[src/rtl/core/ahq_pkg.sv]
// Types and constants shared by the hysteresis quantizer modules.
`default_nettype none
package ahq_pkg;

  localparam int CHANNELS   = 64;
  localparam int CH_IN_W    = 6;
  localparam int CH_EXT_W   = 9;
  localparam int CH_W       = (CHANNELS > 1) ? $clog2(CHANNELS) : 1;
  localparam int SAMPLE_W   = 12;
  localparam int LEVEL_W    = 16;
  localparam int CFG_IDX_W  = 3;
  localparam int CFG_DATA_W = 16;
  localparam int DIVISOR_W  = 16;
  localparam int DIVIDEND_W = SAMPLE_W + LEVEL_W;
  localparam int DIV_STEPS  = DIVIDEND_W / 2;
  localparam int DIV_CNT_W  = $clog2(DIV_STEPS);

  typedef enum logic [CFG_IDX_W-1:0] {
    REG_MIN_LEVEL,
    REG_MAX_LEVEL,
    REG_NOM_STEP,
    REG_GAIN_MULT,
    REG_GAIN_DIV
  } cfg_reg_t;

  typedef enum logic [2:0] {
    ST_IDLE,
    ST_READ,
    ST_MUL,
    ST_DIV,
    ST_DONE
  } ctl_state_t;

  typedef struct packed {
    logic [SAMPLE_W-1:0] acc;
    logic [LEVEL_W-1:0]  lvl;
  } chan_entry_t;

  typedef struct packed {
    logic                  start;
    logic [DIVIDEND_W-1:0] dividend;
    logic [DIVISOR_W-1:0]  divisor;
  } div_req_t;

  typedef struct packed {
    logic                  done;
    logic [DIVIDEND_W-1:0] quotient;
  } div_rsp_t;

endpackage
`default_nettype wire

[src/rtl/core/adc_hysteresis_quantizer.sv]
// Per-channel ADC dead-band filter and quantizer, top level.
//
//   channel   dir  handshake             payload
//   in        in   in_valid/in_ready     channel, sample
//   out       out  out_valid/out_ready   quantized_value, raw_held, updated
//   cfg       in   cfg_valid/cfg_ready   cfg_index, cfg_data
//
// A sample that changes its channel goes from accept through store read, a multiply
// step in the mid band only, the divider at two quotient bits per step, and writeback.
// A sample inside the dead band goes from store read straight to the result.
// One item is in work at a time; the next beat is taken once writeback is done.
// Reset clears the channel valid bits at once, so the store reads zero until written.
// A result waiting in the output register holds writeback until it is taken.
`default_nettype none
module adc_hysteresis_quantizer (
  input  logic                          clk,
  input  logic                          rst,
  input  logic                          in_valid,
  output logic                          in_ready,
  input  logic [ahq_pkg::CH_IN_W-1:0]   channel,
  input  logic [ahq_pkg::SAMPLE_W-1:0]  sample,
  output logic                          out_valid,
  input  logic                          out_ready,
  output logic [ahq_pkg::LEVEL_W-1:0]   quantized_value,
  output logic [ahq_pkg::SAMPLE_W-1:0]  raw_held,
  output logic                          updated,
  input  logic                          cfg_valid,
  output logic                          cfg_ready,
  input  logic [ahq_pkg::CFG_IDX_W-1:0] cfg_index,
  input  logic [ahq_pkg::CFG_DATA_W-1:0] cfg_data
);
  import ahq_pkg::*;

  logic [SAMPLE_W-1:0]  min_level;
  logic [SAMPLE_W-1:0]  max_level;
  logic [SAMPLE_W-1:0]  nom_step;
  logic [DIVISOR_W-1:0] gain_mult;
  logic [DIVISOR_W-1:0] gain_div;

  ctl_state_t state;
  ctl_state_t state_next;

  logic [CH_W-1:0]     ch_q;
  logic                rng_q;
  logic [SAMPLE_W-1:0] s_q;
  logic                mid_q;
  logic [SAMPLE_W-1:0] offset_q;
  logic [LEVEL_W-1:0]  res_lvl;
  logic [SAMPLE_W-1:0] res_acc;
  logic                res_upd;

  logic [CH_EXT_W-1:0] ch_ext;
  logic                in_acc;
  chan_entry_t         rd_entry;
  chan_entry_t         wr_entry;
  div_req_t            dreq;
  div_rsp_t            drsp;

  logic [SAMPLE_W-1:0] half;
  logic [SAMPLE_W-1:0] quarter;
  logic [SAMPLE_W-1:0] diff;
  logic                mid;
  logic                change;
  logic                out_free;
  logic                load_out;
  logic                store_we;
  logic [LEVEL_W-1:0]  div_lvl;

  assign cfg_ready = 1'b1;
  assign ch_ext    = CH_EXT_W'(channel);
  assign in_acc    = in_valid && in_ready;

  always_ff @(posedge clk) begin
    if (rst) begin
      min_level <= '0;
      max_level <= SAMPLE_W'(4095);
      nom_step  <= SAMPLE_W'(32);
      gain_mult <= DIVISOR_W'(1);
      gain_div  <= DIVISOR_W'(32);
    end else if (cfg_valid && cfg_ready) begin
      unique case (cfg_index)
        REG_MIN_LEVEL: min_level <= cfg_data[SAMPLE_W-1:0];
        REG_MAX_LEVEL: max_level <= cfg_data[SAMPLE_W-1:0];
        REG_NOM_STEP:  nom_step  <= cfg_data[SAMPLE_W-1:0];
        REG_GAIN_MULT: gain_mult <= cfg_data[DIVISOR_W-1:0];
        REG_GAIN_DIV:  gain_div  <= cfg_data[DIVISOR_W-1:0];
        default: ;
      endcase
    end
  end

  always_comb begin
    half    = nom_step >> 1;
    quarter = nom_step >> 2;
    diff    = (s_q >= rd_entry.acc) ? SAMPLE_W'(s_q - rd_entry.acc)
                                    : SAMPLE_W'(rd_entry.acc - s_q);
    mid     = (({1'b0, s_q} + {1'b0, half}) < {1'b0, max_level}) &&
              ({1'b0, s_q} > ({1'b0, min_level} + {1'b0, half}));
    change  = mid ? (diff >= half) : (diff >= quarter);
    out_free = !out_valid || out_ready;
  end

  always_comb begin
    if (mid_q) begin
      div_lvl = (drsp.quotient >= DIVIDEND_W'(65535)) ? '1
              : LEVEL_W'(drsp.quotient[LEVEL_W-1:0] + 1'b1);
    end else begin
      div_lvl = (drsp.quotient[DIVIDEND_W-1:LEVEL_W] != '0) ? '1
              : drsp.quotient[LEVEL_W-1:0];
    end
  end

  always_comb begin
    state_next = state;
    unique case (state)
      ST_IDLE: if (in_acc) state_next = ST_READ;
      ST_READ: begin
        if (!rng_q || !change) state_next = ST_DONE;
        else if (mid)          state_next = ST_MUL;
        else                   state_next = ST_DIV;
      end
      ST_MUL:  state_next = ST_DIV;
      ST_DIV:  if (drsp.done) state_next = ST_DONE;
      ST_DONE: if (out_free) state_next = ST_IDLE;
      default: state_next = ST_IDLE;
    endcase
  end

  always_comb begin
    in_ready      = 1'b0;
    load_out      = 1'b0;
    store_we      = 1'b0;
    dreq.start    = 1'b0;
    dreq.dividend = DIVIDEND_W'(s_q);
    dreq.divisor  = DIVISOR_W'(nom_step);
    unique case (state)
      ST_IDLE: in_ready = 1'b1;
      ST_READ: dreq.start = rng_q && change && !mid;
      ST_MUL: begin
        dreq.start    = 1'b1;
        dreq.dividend = DIVIDEND_W'(offset_q) * DIVIDEND_W'(gain_mult);
        dreq.divisor  = gain_div;
      end
      ST_DIV: ;
      ST_DONE: begin
        load_out = out_free;
        store_we = out_free && res_upd;
      end
      default: ;
    endcase
  end

  always_ff @(posedge clk) begin
    if (rst) begin
      state     <= ST_IDLE;
      out_valid <= 1'b0;
    end else begin
      state <= state_next;
      if (load_out) begin
        out_valid <= 1'b1;
      end else if (out_ready) begin
        out_valid <= 1'b0;
      end
    end
  end

  always_ff @(posedge clk) begin
    if (in_acc) begin
      ch_q  <= ch_ext[CH_W-1:0];
      rng_q <= ch_ext < CH_EXT_W'(CHANNELS);
      s_q   <= sample;
    end
    if (state == ST_READ) begin
      mid_q    <= mid;
      offset_q <= SAMPLE_W'(s_q - half);
      res_upd  <= 1'b0;
      if (rng_q) begin
        res_lvl <= rd_entry.lvl;
        res_acc <= rd_entry.acc;
      end else begin
        res_lvl <= '0;
        res_acc <= '0;
      end
    end
    if (state == ST_DIV && drsp.done) begin
      res_lvl <= div_lvl;
      res_acc <= s_q;
      res_upd <= 1'b1;
    end
    if (load_out) begin
      quantized_value <= res_lvl;
      raw_held        <= res_acc;
      updated         <= res_upd;
    end
  end

  assign wr_entry.acc = res_acc;
  assign wr_entry.lvl = res_lvl;

  ahq_store u_store (
    .clk   (clk),
    .rst   (rst),
    .re    (in_acc),
    .raddr (ch_ext[CH_W-1:0]),
    .we    (store_we),
    .waddr (ch_q),
    .wdata (wr_entry),
    .rdata (rd_entry)
  );

  ahq_div u_div (
    .clk (clk),
    .rst (rst),
    .req (dreq),
    .rsp (drsp)
  );

endmodule
`default_nettype wire

[src/rtl/core/ahq_store.sv]
// Per-channel store of accepted sample and level, with reset-cleared valid bits.
`default_nettype none
module ahq_store (
  input  logic                      clk,
  input  logic                      rst,
  input  logic                      re,
  input  logic [ahq_pkg::CH_W-1:0]  raddr,
  input  logic                      we,
  input  logic [ahq_pkg::CH_W-1:0]  waddr,
  input  ahq_pkg::chan_entry_t      wdata,
  output ahq_pkg::chan_entry_t      rdata
);
  import ahq_pkg::*;

  chan_entry_t         mem [CHANNELS];
  logic [CHANNELS-1:0] vld;
  chan_entry_t         rd_mem;
  logic                rd_vld;

  always_ff @(posedge clk) begin
    if (we) begin
      mem[waddr] <= wdata;
    end
    if (re) begin
      rd_mem <= mem[raddr];
    end
  end

  always_ff @(posedge clk) begin
    if (rst) begin
      vld    <= '0;
      rd_vld <= 1'b0;
    end else begin
      if (we) begin
        vld[waddr] <= 1'b1;
      end
      if (re) begin
        rd_vld <= vld[raddr];
      end
    end
  end

  assign rdata = rd_vld ? rd_mem : '0;

endmodule
`default_nettype wire

[src/rtl/core/ahq_div.sv]
// Radix-4 restoring divider, two quotient bits per cycle.
`default_nettype none
module ahq_div (
  input  logic              clk,
  input  logic              rst,
  input  ahq_pkg::div_req_t req,
  output ahq_pkg::div_rsp_t rsp
);
  import ahq_pkg::*;

  logic [DIVIDEND_W-1:0] work;
  logic [DIVISOR_W-1:0]  rem;
  logic [DIVISOR_W-1:0]  dsr;
  logic [DIV_CNT_W-1:0]  cnt;
  logic                  busy;
  logic                  done;

  logic [DIVISOR_W:0]    r1;
  logic [DIVISOR_W:0]    r2;
  logic                  ge1;
  logic                  ge2;
  logic [DIVISOR_W-1:0]  rem1;
  logic [DIVISOR_W-1:0]  rem_next;
  logic [DIVIDEND_W-1:0] work_next;

  always_comb begin
    r1        = {rem, work[DIVIDEND_W-1]};
    ge1       = r1 >= {1'b0, dsr};
    rem1      = ge1 ? DIVISOR_W'(r1 - {1'b0, dsr}) : r1[DIVISOR_W-1:0];
    r2        = {rem1, work[DIVIDEND_W-2]};
    ge2       = r2 >= {1'b0, dsr};
    rem_next  = ge2 ? DIVISOR_W'(r2 - {1'b0, dsr}) : r2[DIVISOR_W-1:0];
    work_next = {work[DIVIDEND_W-3:0], ge1, ge2};
  end

  always_ff @(posedge clk) begin
    if (req.start) begin
      work <= req.dividend;
      dsr  <= req.divisor;
      rem  <= '0;
    end else if (busy) begin
      work <= work_next;
      rem  <= rem_next;
    end
  end

  always_ff @(posedge clk) begin
    if (rst) begin
      busy <= 1'b0;
      done <= 1'b0;
      cnt  <= '0;
    end else begin
      done <= busy && (cnt == DIV_CNT_W'(DIV_STEPS - 1));
      if (req.start) begin
        busy <= 1'b1;
        cnt  <= '0;
      end else if (busy) begin
        cnt <= cnt + 1'b1;
        if (cnt == DIV_CNT_W'(DIV_STEPS - 1)) begin
          busy <= 1'b0;
        end
      end
    end
  end

  assign rsp.done     = done;
  assign rsp.quotient = work;

endmodule
`default_nettype wire

[config.mk]
export PLATFORM = sky130hd
export DESIGN_NAME = adc_hysteresis_quantizer
export DESIGN_NICKNAME = d
export VERILOG_FILES = /design/src/rtl/core/ahq_pkg.sv /design/src/rtl/core/adc_hysteresis_quantizer.sv /design/src/rtl/core/ahq_store.sv /design/src/rtl/core/ahq_div.sv
export SDC_FILE = /design/constraint.sdc
export NUM_CORES = 2
export LEC_CHECK = 0
export BUFFER_PORTS_ARGS = -buffer_cell sky130_fd_sc_hd__buf_2
export CAP_MARGIN = 0
export CORE_ASPECT_RATIO = 0.7
export CORE_MARGIN = 10
export CORE_UTILIZATION = 55
export DETAILED_ROUTE_END_ITERATION = 12
export PLACE_DENSITY = 0.71
export RECOVER_POWER = 25
export SYNTH_ARGS = -nofsm -noshare
export SYNTH_HDL_FRONTEND = slang
export SYNTH_SLANG_ARGS = --single-unit
[constraint.sdc]
create_clock -name clk -period 6.4 [get_ports clk]
set_clock_uncertainty 0.15 [all_clocks]
set_input_delay 0 -clock clk [delete_from_list [all_inputs] [get_ports clk]]
set_output_delay 0 -clock clk [all_outputs]
set_load 0.02 [all_outputs]
==> out/qor.yml <==
yosys.area.top_type: "edfxtp_1"
cpPeakStageDelay_ns: 0.79
cts_made_buffers: 188
fill_cells: 11600
drc: 0
antenna_found_initial: 16
post-route-min-period_ns: 6.12
path_buf_inv: 3
fmax_mhz: 163
ys_types: 84
worstSetupEndpointType: "flop"
cpMostUsedCell: "fa_1"
final_antenna_net_count: 0
r2r-start: "offset_q[5]"
dp_hpwl_um: 141000
num_rows: 125
die_width_um: 507
netlist_area_um2: 91300
worstSetupStartpointType: "flop"
tns_ns: 0
crit_required_ns: 6.84
overflow: 0
clock-sinks: 2112
drtPass1Iterations: 6
yosysTopAreaCellShare_pct: 64.2
dominantRegCellSynth: "edfxtp_1"
coreArea_um2: 165000
synth_area_per_cell_um2: 17.8
ctsResizeCount: 0
synth_warnings: 0
synth.most_common_cell: "edfxtp_1"
viasPerCell: 6.38
violations: "capacitance limit, slew limit"
crit_path_max_fanout: 16
max-clock-path-buffers: 3
cts_max_level: 4
grt_pass1_wl_um: 345000
setup_viol: 0
slew_violations: 1627
synth_edf_count: 1952
wire_per_inst_um: 30.4
dieArea_um2: 183000
cap_viol_max_count: 28
grt_max_degree: 100
hold_path.class: "in -> reg"
routed_wl_um: 237000
postPlaceCellArea_um2: 95400
synth.ff_latch_count: 2112
hold_viol_final: 0
critPathArrivalTime_ns: 6.55
drive_above_1_share_pct: 22.0
die_h_um: 361
yosysSeqAreaShare_pct: 67.7
post-route-period-util_pct: 95.6
yosys-top-cells-area: "edfxtp_1 64%, mux4_2 15%, dfxtp_1 3.5%"
seqCellArea_um2: 61800
final_area_um2: 102000
via_count: 49600
outcome: "complete, but fails checks"
synth_top_cells_by_count: "1,952 x edfxtp_1, 609 x mux4_2, 372 x nand2_1"
worstMarginPinSlew_ns: 5.07
critPathTopFamily: "adder cells"
io_buffers: 72
start_util_pct: 55.2
syn_inst: 5117
rsz0062_at_grt: "no"
syn2layout_area_growth_pct: 12.1
leakage_nw: 34.5
multi_input_area_um2: 27900
path_class: "reg -> reg"
cpMaxStageDelayCell: "edfxtp_1"
clk_pin_slew_worst_paths_ns: 0.07
synthesis.nets: 5507
cts_tree: "built"
pin_count: 74
drtIter0Drc: 7444
hold_path.startpoint: "channel[2]"
gp_congestion: 0.927
startpoint: "offset_q[5]"
clk_latency_ns: 0.85
async_flop_share_pct: 0
ir_drop_mv: 0.413
power.density_nw_per_um2: 337
first_global_vias: 48700
cts-root-buf: "clkbuf_16"
crit_chain: "nand2_1 -> fa_1 -> inv_1 -> fa_1 -> fa_1 -> fa_1 -> inv_1 -> fa_1 -> inv_1 -> ha_1 -> a21o_1 -> a21o_1 -> a21o_1 -> nor3_1 -> a211oi_1 -> or3_1 -> a21oi_1 -> xnor2_1 -> a22o_1"
nets: 5787
grt_use_total_pct: 25.8
slew_headroom_pct: -238
-- cells in the final DEF, fill, tap and decap left out, drive strengths merged, types with 15 or more instances in the layout --
master and n:
and2 72, a211oi 30, o21ba 15, a21oi 156, and3 16, a21o 37
xor2 25, mux2i 20, clkinv 73, bufinv 15, nor2 269, fa 147
xnor2 52, mux4 609, nand2b 20, dfxtp 160, nor2b 15, clkbuf 267
edfxtp 1952, a31oi 15, o21ai 117, nor3 34, inv 302, buf 206
a211o 15, nand3 61, nand2 372, ha 201, dlygate4sd3 96
-- report_power, final --
part           internal, mW  switching (mW)
Combinational          2.30            4.18
Clock                  6.18            5.14
Sequential             16.3           0.452
Total                  24.8            9.77
-- path summary, 6_finish.rpt --
| kind | slack, ns | to | depth (start not counted) |
|---|---|---|---|
| min | 0.06 | u_store.rd_mem[16] | 3 |
| min reg2reg | 0.30 | gain_div[6] | 2 |
| max reg2reg | 0.28 | u_div.work[25] | 19 |
| max | 0.28 | u_div.work[25] | 19 |
-- cell type report --
| cell class | instances | share of cell area (%) |
|---|---|---|
| flip-flops and latches | 2112 | 60.4 |
| multi-input cells | 2469 | 27.3 |
| clock buffers | 237 | 4.88 |
| well taps | 2222 | 2.71 |
| repair buffers | 332 | 2.60 |
| clock inverters | 109 | 1.08 |
| inverters | 294 | 1.08 |
| diodes | 1 | 0.00244 |
-- timing repair --
item | CTS | global route
hold buffers | 96 | 0
setup endpoints to repair | 0 | 1
endpoints found under the hold margin | 169 | 0
buffers inserted | 0 | 2
-- per-layer routing --
layer  vias up  wire, µm  GRT usage, %
li1      20500         -             -
met1     25900     98300          39.9
met2      2826    105000          37.2
met3       320     28100          6.05
met4        10      5230          6.23
met5         -        82             0
-- tightest hold or removal path, cell delays in order --
cell and delay (ns):
buf_8 0.24, mux4_2 0.42, mux4_2 0.23
-- stage by stage --
stage	util (%)	total power [mW]	std cells	setup slack, ns	hold WS, ns
after floorplan	-	21.1	5117	0.712	-0.0511
after global placement	57.7	23.1	7329	0.354	0.0270
after detailed placement	57.7	23.2	7330	0.276	0.0286
after CTS	61.9	34.5	7772	0.294	0.0318
after global routing	61.9	35.8	7775	0.0421	0.0806
final	61.9	34.5	7776	0.283	0.0587
-- registers in the layout (all words and copies together), names as in the netlist, 16 cells and up --
signal           count
u_div.work          28
u_store.mem       1792
gain_div            16
u_store.rd_mem      28
gain_mult           16
u_store.vld         64
res_lvl             16
u_div.rem           16
u_div.dsr           16
quantized_value     16
-- kinds of logic (layout without fill, tap and decap cells) --
logic type | Yosys count | after routing | synth area share [%]
fa+ha+maj | 348 | 348 | 5.98
compound gates | 494 | 494 | 3.57
flops | 2112 | 2112 | 67.7
mux | 633 | 633 | 15.3
xor+xnor | 77 | 77 | 0.738
other cells | 1 | 2 | 0.00411
buf+inv | 536 | 972 | 2.27
simple gates | 916 | 916 | 4.46
No activity file was read; power rests on OpenSTA's default activity.
